**src/rtl/gpc_pkg.sv**
```systemverilog
// Package of the two-point gain/offset correction block: constants, codes, types.
// No dependencies.
`timescale 1ns / 1ps

package gpc_pkg;

    localparam int FRACTION_BITS_DEF = 16;
    localparam int SAMPLE_BITS_DEF   = 16;
    localparam int WORD_W            = 16;
    localparam int STATUS_W          = 2;
    localparam int CFG_INDEX_W       = 2;

    // register indexes
    localparam logic [CFG_INDEX_W-1:0] REG_LOW_MEAS  = 2'd0;
    localparam logic [CFG_INDEX_W-1:0] REG_LOW_EXP   = 2'd1;
    localparam logic [CFG_INDEX_W-1:0] REG_HIGH_MEAS = 2'd2;
    localparam logic [CFG_INDEX_W-1:0] REG_HIGH_EXP  = 2'd3;

    // result status codes
    localparam logic [STATUS_W-1:0] ST_OK       = 2'd0;
    localparam logic [STATUS_W-1:0] ST_CLAMP_LO = 2'd1;
    localparam logic [STATUS_W-1:0] ST_CLAMP_HI = 2'd2;
    localparam logic [STATUS_W-1:0] ST_INVALID  = 2'd3;

    // calibration unit status toward the datapath
    typedef struct packed {
        logic ready;
        logic invalid;
        logic gain_neg;
    } cal_stat_t;

endpackage

```
**src/rtl/gpc_cal.sv**
```systemverilog
// Calibration unit: derives gain (bit-serial rounded divide) and offset from the
// four calibration registers. Depends on gpc_pkg.
`timescale 1ns / 1ps

module gpc_cal #(
    parameter int FRACTION_BITS = gpc_pkg::FRACTION_BITS_DEF
) (
    input  logic                              clk,
    input  logic                              rst_n,
    input  logic                              start,
    input  logic [gpc_pkg::WORD_W-1:0]        low_meas,
    input  logic [gpc_pkg::WORD_W-1:0]        low_exp,
    input  logic [gpc_pkg::WORD_W-1:0]        high_meas,
    input  logic [gpc_pkg::WORD_W-1:0]        high_exp,
    output gpc_pkg::cal_stat_t                stat,
    output logic [16+FRACTION_BITS-1:0]       gain_mag,
    output logic [34+FRACTION_BITS-1:0]       offset
);

    localparam int AW = 16 + FRACTION_BITS;
    localparam int QW = 17 + FRACTION_BITS;
    localparam int OW = 34 + FRACTION_BITS;
    localparam int PW = AW + 16;
    localparam int CW = $clog2(QW + 1);

    typedef enum logic [3:0] {
        S_LOAD = 4'b0001,
        S_DIV  = 4'b0010,
        S_MUL  = 4'b0100,
        S_DONE = 4'b1000
    } cal_state_t;

    cal_state_t       state_reg, state_next;
    logic [QW-1:0]    quot_reg, quot_next;
    logic [15:0]      rem_reg, rem_next;
    logic [CW-1:0]    cnt_reg, cnt_next;
    logic             inv_reg, inv_next;
    logic             neg_reg, neg_next;
    logic [OW-1:0]    off_reg, off_next;

    logic signed [16:0] num, den;
    logic [15:0]        anum, aden;
    logic [16:0]        rs;
    logic               ge;
    logic [PW-1:0]      prod;
    logic [OW-1:0]      le_sh;

    // spans of the two calibration points
    assign num  = $signed({1'b0, high_exp}) - $signed({1'b0, low_exp});
    assign den  = $signed({1'b0, high_meas}) - $signed({1'b0, low_meas});
    assign anum = num[16] ? 16'(-num) : num[15:0];
    assign aden = den[16] ? 16'(-den) : den[15:0];

    // one restoring divide step
    assign rs = {rem_reg, quot_reg[QW-1]};
    assign ge = rs >= {1'b0, aden};

    // offset terms
    assign prod  = PW'(quot_reg[AW-1:0]) * PW'(low_meas);
    assign le_sh = OW'(low_exp) << FRACTION_BITS;

    always_comb
    begin
        state_next = state_reg;
        quot_next  = quot_reg;
        rem_next   = rem_reg;
        cnt_next   = cnt_reg;
        inv_next   = inv_reg;
        neg_next   = neg_reg;
        off_next   = off_reg;
        unique case (state_reg)
            S_LOAD:
            begin
                inv_next  = (den == 17'sd0);
                neg_next  = num[16] ^ den[16];
                quot_next = (QW'(anum) << FRACTION_BITS) + QW'(aden >> 1);
                rem_next  = '0;
                cnt_next  = '0;
                state_next = (den == 17'sd0) ? S_DONE : S_DIV;
            end
            S_DIV:
            begin
                rem_next  = ge ? 16'(rs - {1'b0, aden}) : rs[15:0];
                quot_next = {quot_reg[QW-2:0], ge};
                cnt_next  = cnt_reg + 1'b1;
                if (cnt_reg == CW'(QW - 1))
                begin
                    state_next = S_MUL;
                end
            end
            S_MUL:
            begin
                // offset = gain * low_meas - low_exp, in gain format
                off_next = (neg_reg ? -OW'(prod) : OW'(prod)) - le_sh;
                state_next = S_DONE;
            end
            S_DONE:
            begin
                state_next = S_DONE;
            end
            default:
            begin
                state_next = S_LOAD;
            end
        endcase
        if (start)
        begin
            state_next = S_LOAD;
        end
    end

    always_ff @(posedge clk or negedge rst_n)
    begin
        if (!rst_n)
        begin
            state_reg <= S_LOAD;
            inv_reg   <= 1'b0;
            neg_reg   <= 1'b0;
            cnt_reg   <= '0;
        end
        else
        begin
            state_reg <= state_next;
            inv_reg   <= inv_next;
            neg_reg   <= neg_next;
            cnt_reg   <= cnt_next;
        end
    end

    always_ff @(posedge clk)
    begin
        quot_reg <= quot_next;
        rem_reg  <= rem_next;
        off_reg  <= off_next;
    end

    assign stat.ready    = (state_reg == S_DONE);
    assign stat.invalid  = inv_reg;
    assign stat.gain_neg = neg_reg;
    assign gain_mag      = quot_reg[AW-1:0];
    assign offset        = off_reg;

endmodule

```
**config.mk**
```make
export PLATFORM = sky130hd
export DESIGN_NAME = gpc_cal
export DESIGN_NICKNAME = d
export VERILOG_FILES = /design/src/rtl/gpc_pkg.sv /design/src/rtl/gpc_cal.sv
export SDC_FILE = /design/constraint.sdc
export NUM_CORES = 2
export LEC_CHECK = 0
export BUFFER_PORTS_ARGS = -buffer_cell sky130_fd_sc_hd__clkbuf_2
export CAP_MARGIN = 5
export CELL_PAD_IN_SITES_DETAIL_PLACEMENT = 1
export CELL_PAD_IN_SITES_GLOBAL_PLACEMENT = 1
export CORE_MARGIN = 5
export CORE_UTILIZATION = 40
export CTS_CLUSTER_DIAMETER = 120
export DETAILED_ROUTE_END_ITERATION = 10
export HOLD_SLACK_MARGIN = 0.02
export PLACE_DENSITY_LB_ADDON = 0.1
export SKIP_LAST_GASP = 1
export SYNTH_ARGS = -nofsm -noshare
export SYNTH_HDL_FRONTEND = slang
export SYNTH_SLANG_ARGS = --single-unit
```
**constraint.sdc**
```tcl
create_clock -name clk -period 11 [get_ports clk]
set_input_delay 2.2 -clock clk [delete_from_list [all_inputs] [get_ports clk]]
set_output_delay 2.2 -clock clk [all_outputs]
set_load 0.005 [all_outputs]
```
; ---- Word-level counts from Yosys, hierarchy flattened
; Index checks and enable logic that the tools add are counted.
; Widths: inputs -> output; s select.
[word_totals]
ff_bits = 111
out_inout_bits = 85
word_cells = 39
[classes]
order_cmp = 1
addsub = 9
n_reduce_logical = 3
bitwise_logic = 1
mul = 1
n_eq_ne = 6
n_mux = 11
[op_table]
columns = cell, count
row1 = $pmux 33 s2, 1
row2 = $mux 50, 1
row3 = $neg 48->50, 1
row4 = $sub 50x32->50, 1
row5 = $mul 32x16->48, 1
row6 = $mux 16, 3
row7 = $sub 16x16->17, 2
row8 = $add 32x15->33, 1
row9 = $neg 16->16, 2
row10 = $pmux 16 s2, 1
row11 = $ge 17x16->1, 1
row12 = $logic_not 17->1, 1
row13 = $sub 16x16->16, 1
row14 = $mux 4, 3
row15 = $pmux 4 s3, 1
row16 = $pmux 6 s2, 1
row17 = $add 6x1->6 const B, 1
row18 = $eq 6x6->1 const B, 1
row19 = $eq 4x1->1 const B, 1
row20 = $eq 4x2->1 const B, 1
row21 = $eq 4x3->1 const B, 1
row22 = $eq 4x4->1 const B, 1
row23 = $ne 3x3->1 const B, 1
row24 = $reduce_bool 2->1, 1
row25 = other kinds (2), 2

; ---- Depth between registers and ports, before layout
[depth]
ltp_word = 6
ltp_mapped = 40
ltp_nobuf = 39

; ---- Least setup slack after synthesis
; Ideal clock, no wire load.
[synth_path]
path_type = input -> register
from = input port low_meas[9] (netlist bit)
to = register off_reg[48], in the netlist offset[48], data pin
t_arrival_ns = 10.876
path_stages = 40
required_ns = 10.737
n_path_buf = 3
slack_ns = -0.139
cell_sequence = clkbuf_1 -> clkbuf_1 -> nand2_1 -> fa_1 -> inv_1 -> fa_1 -> inv_1 -> fa_1 -> inv_1 -> fa_1 -> fa_1 -> inv_1 -> fa_1 -> inv_1 -> ha_1 -> clkbuf_1 -> a21o_1 -> a21boi_1 -> [... 4 more ...] -> nand2b_1 -> o21ai_0 -> xnor2_1 -> ha_1 -> nand2_1 -> o211ai_1 -> a21oi_1 -> o21bai_1 -> a21oi_1 -> o21bai_1 -> a2111oi_0 -> o31ai_1 -> a21oi_1 -> nor2b_1 -> nor3b_2 -> nand3_2 -> nor4_2 -> xnor2_1
[synth_via]
elab_chain_cells = 4
[synth_lines]
columns = item, line_no
row1 = from (decl), gpc_cal.sv:11  ; input logic [gpc_pkg::WORD_W-1:0] low_meas,
row2 = $mul 32x16->48 (*), gpc_cal.sv:59  ; assign prod = PW'(quot_reg[AW-1:0]) * PW'(low_meas);
row3 = $neg 48->50, gpc_cal.sv:94  ; off_next = (neg_reg ? -OW'(prod) : OW'(prod)) - le_sh;
row4 = $mux 50 (*), gpc_cal.sv:94
row5 = $sub 50x32->50 (*), gpc_cal.sv:94
row6 = to (signal assigned), gpc_cal.sv:134  ; off_reg <= off_next;
row7 = to (decl), gpc_cal.sv:39  ; logic [OW-1:0] off_reg, off_next;
; Mark *: on every way between the ends. The rest lies on a longest branch, timed or not.
; A chain may end at the register's enable or synchronous reset.

; ---- Worst setup path in the final report
[layout_path]
from = input port low_meas[6] (netlist bit)
to = register off_reg[47], in the netlist offset[47], data pin
; Same word-level chain as after synthesis.

==> summary.txt <==
Status
  – Status: finished clean

Min path
  – Sink of the worst hold path: inv_reg
  – Hold Crit Depth: 2
  – HP Class: flip-flop to flip-flop
  – Hold Crit Start: inv_reg

Synthesis
  – Mapped Cells: 3,063
  – Avg Inst Size Synth: 8.552 µm²
  – Mapped cell area: 26,200 µm²
  – Post-synthesis register bit count: 111
  – Async SR Flop Fraction: 0.1081
  – Syn. warnings: 0
  – Netlist cell types: 88
  – Syn Nets: 3,741
  – Post-synth EDFFs: 99
  – Ys flop type: edfxtp_1
  – Part of the Yosys area used for sequential elements: 0.1250

Routing
  – DRT iter0 DRCs: 1,121
  – DRC: 0
  – Metal2 WL: 40.46 mm
  – Total wire length: 84.46 mm
  – Wire length on met1: 39.22 mm
  – Metal3 WL: 3.436 mm
  – DR vias/cell: 5.220
  – Post-DRT Antenna Nets: 0
  – Routed vias: 22,100
  – Top Layer Used: met5
  – Routed wire per std cell: 19.95 µm
  – DRT Pass-1 Iters: 5

Layout
  – Total Nets Final: 4,051
  – Synthesis-to-finish area growth: 17.11%
  – N_diodes: 0
  – Share of cells above drive strength 1: 0.1827
  – Max reg flops: 50

Global route
  – Pin count of the biggest net entering global routing: 62
  – GRT overflow: 0
  – GRT Total Usage: 0.2412
  – First-pass GRT wire length: 137.3 mm
  – Initial antenna violation count: 2
  – Vias in the first global route: 24,790

Place
  – DP Worst Slack: -0.7639 ns
  – HPWL Detailed: 69.21 mm
  – Port Buffers: 151
  – GP Congestion: 0.8903

Setup path
  – Flop-to-flop setup slack: 1.33 ns
  – CP top delay family: adder cells
  – Reg2Reg Depth: 37
  – Critical Path Start Type: primary input
  – Reg-to-Reg End: offset[47]
  – R2r startpoint: quot_reg[8]
  – CP bufs+invs: 12
  – CP Launch Point: low_meas[6]
  – Slowest stage cell, crit path: or4_4
  – Worst-path maximum fanout: 5
  – Critical Path RT: 11.16 ns
  – Data arrival, critical path: 10.89 ns
  – Largest stage delay on the critical path: 0.60 ns
  – Worst Setup End Kind: flip-flop
  – Crit-path most repeated cell: fa_1
  – Kind of critical path: primary input to flip-flop

STA
  – Setup ws final: 0.2798 ns
  – Tmin final: 10.72 ns
  – Final setup fails: 0
  – Tcrit/Tclk final: 0.9746
  – Rel. slew slack: 0.2744
  – Unrepaired setup endpoints after global routing: yes
  – Fmax: 93.28 MHz
  – Skew final: 0.02318 ns
  – Slew Viols, Final: 0
  – Worst Tran Pin Value: 1.088 ns
  – Final hold vios: 0
  – Fin Hold WS: 0.5254 ns

Die
  – Height of the die: 265.9 µm
  – Ports: 152
  – # rows: 93
  – Die X-Extent: 265.9 µm
  – Die area: 70,710 µm²
  – Core Area: 64,700 µm²
  – Initial Util: 0.4049

CTS
  – H-tree levels: 3
  – CTS tree: built
  – Clk buf depth: 2
  – Cts bufs inserted: 9
  – Sink Count: 111
  – Worst-Skew Late Latency: 0.41 ns
  – Root Buffer: clkbuf_16
  – CTS clk-pin slew, worst paths: 0.10 ns

Flow run
  – Max-Cap Viols: 0
==> how the worst max path moves through the flow <==
stage / endpoint / slack, ns / cells past startpoint
after floorplan: offset[48] / -0.03 / 36
after global placement: offset[48] / -0.63 / 39
after detailed placement: offset[42] / -0.76 / 42
after CTS: offset[42] / 0.007 / 42
after global routing: offset[44] / -0.12 / 42
final: offset[47] / 0.28 / 40
==> repair_timing <==
action	in CTS	in global routing
resized for setup	26	116
gates cloned	0	1
hold buffers	0	0
setup endpoints to repair	17	18
setup buffers	3	20
pin swaps	9	52
==> worst min-delay path, stage by stage (launching register included) <==
cell and delay [ns]:
dfrtp_1 0.37, nand2_1 0.05, o21ai_0 0.07
==> cell families (layout without fill, tap and decap cells) <==
kind of cell / count (synthesis) / after routing / synth area share
buf+inv: 725 / 1040 / 0.1089
flops: 111 / 111 / 0.1250
simple gates: 1018 / 1018 / 0.1875
fa+ha+maj: 611 / 611 / 0.4128
mux: 17 / 17 / 0.006687
xor+xnor: 166 / 166 / 0.05550
compound gates: 415 / 415 / 0.1037
==> metrics by stage <==
stage | area (µm²) | utilization | std cells | setup TNS [ns]
detailed placement | 29580 | 0.4572 | 4193 | -11.13
finish | 30680 | 0.4742 | 4233 | 0
floorplan | 26210 | - | 3063 | -0.02601
global placement | 29580 | 0.4572 | 4193 | -8.925
global route | 30680 | 0.4742 | 4233 | -0.6184
CTS | 30030 | 0.4641 | 4212 | 0
==> cell usage after synthesis (5+ instances only) <==
cell,n,area share
clkbuf_1,131,0.019
o211ai_1,6,0.0017
buf_4,34,0.0097
nor3_1,32,0.0061
a21o_1,35,0.010
dfrtp_1,11,0.011
nand4_1,24,0.0057
mux2i_1,16,0.0061
o21a_1,20,0.0057
and3_1,13,0.0031
or4_1,9,0.0026
nand3_1,32,0.0061
edfxtp_1,99,0.11
a211o_1,9,0.0030
o21bai_1,10,0.0029
xor2_1,58,0.019
o21ai_1,7,0.0013
nor2b_1,16,0.0038
o31a_1,9,0.0030
a31oi_1,15,0.0036
inv_1,553,0.079
o21ai_0,98,0.019
or3_1,26,0.0062
a211oi_1,24,0.0069
o31ai_1,17,0.0049
nand2b_1,26,0.0062
a21boi_0,7,0.0020
xnor2_1,108,0.036
a21oi_1,104,0.020
buf_1,5,0.00072
and2_1,200,0.048
o22ai_1,5,0.0012
o41ai_1,7,0.0023
nand2_1,464,0.066
or2_2,10,0.0024
fa_1,422,0.32
nor2_1,130,0.019
ha_1,189,0.090
==> final cells by class <==
class / instances / area (µm²)
clock buffers: 10 / 239.0
inverters: 553 / 2076
multi-input cells: 2227 / 20650
flip-flops and latches: 111 / 3276
repair buffers: 471 / 3296
clock inverters: 6 / 70.07
fillers: 7784 / 34020
well taps: 855 / 1070
==> placed cells by master, fill, tap and decap left out, types with 12 or more instances in the layout <==
| cell type | instances |
|---|---|
| o21a_1 | 20 |
| xnor2_1 | 103 |
| xor2_1 | 57 |
| a211oi_1 | 19 |
| clkbuf_2 | 148 |
| or3_1 | 23 |
| buf_4 | 305 |
| a21o_1 | 35 |
| a31oi_1 | 15 |
| nor2_1 | 122 |
| nand2_1 | 460 |
| inv_1 | 548 |
| and2_1 | 199 |
| nor2b_1 | 14 |
| nand4_1 | 24 |
| and3_1 | 12 |
| a21oi_1 | 93 |
| nand2b_1 | 23 |
| nand3_1 | 32 |
| edfxtp_1 | 99 |
| fa_1 | 417 |
| nor3_1 | 30 |
| mux2i_1 | 16 |
| ha_1 | 178 |
| o21ai_0 | 85 |
==> metal layers <==
metal  up-vias  GRT usage
li1      10240          -
met1     11360     0.3437
met2       418     0.4045
met3        72    0.02798
met4         2    0.04174
met5         -          0
Power is left out: the tool's default activity adds up to more than one toggle a clock period on the data nets, which glitch-free logic cannot reach.
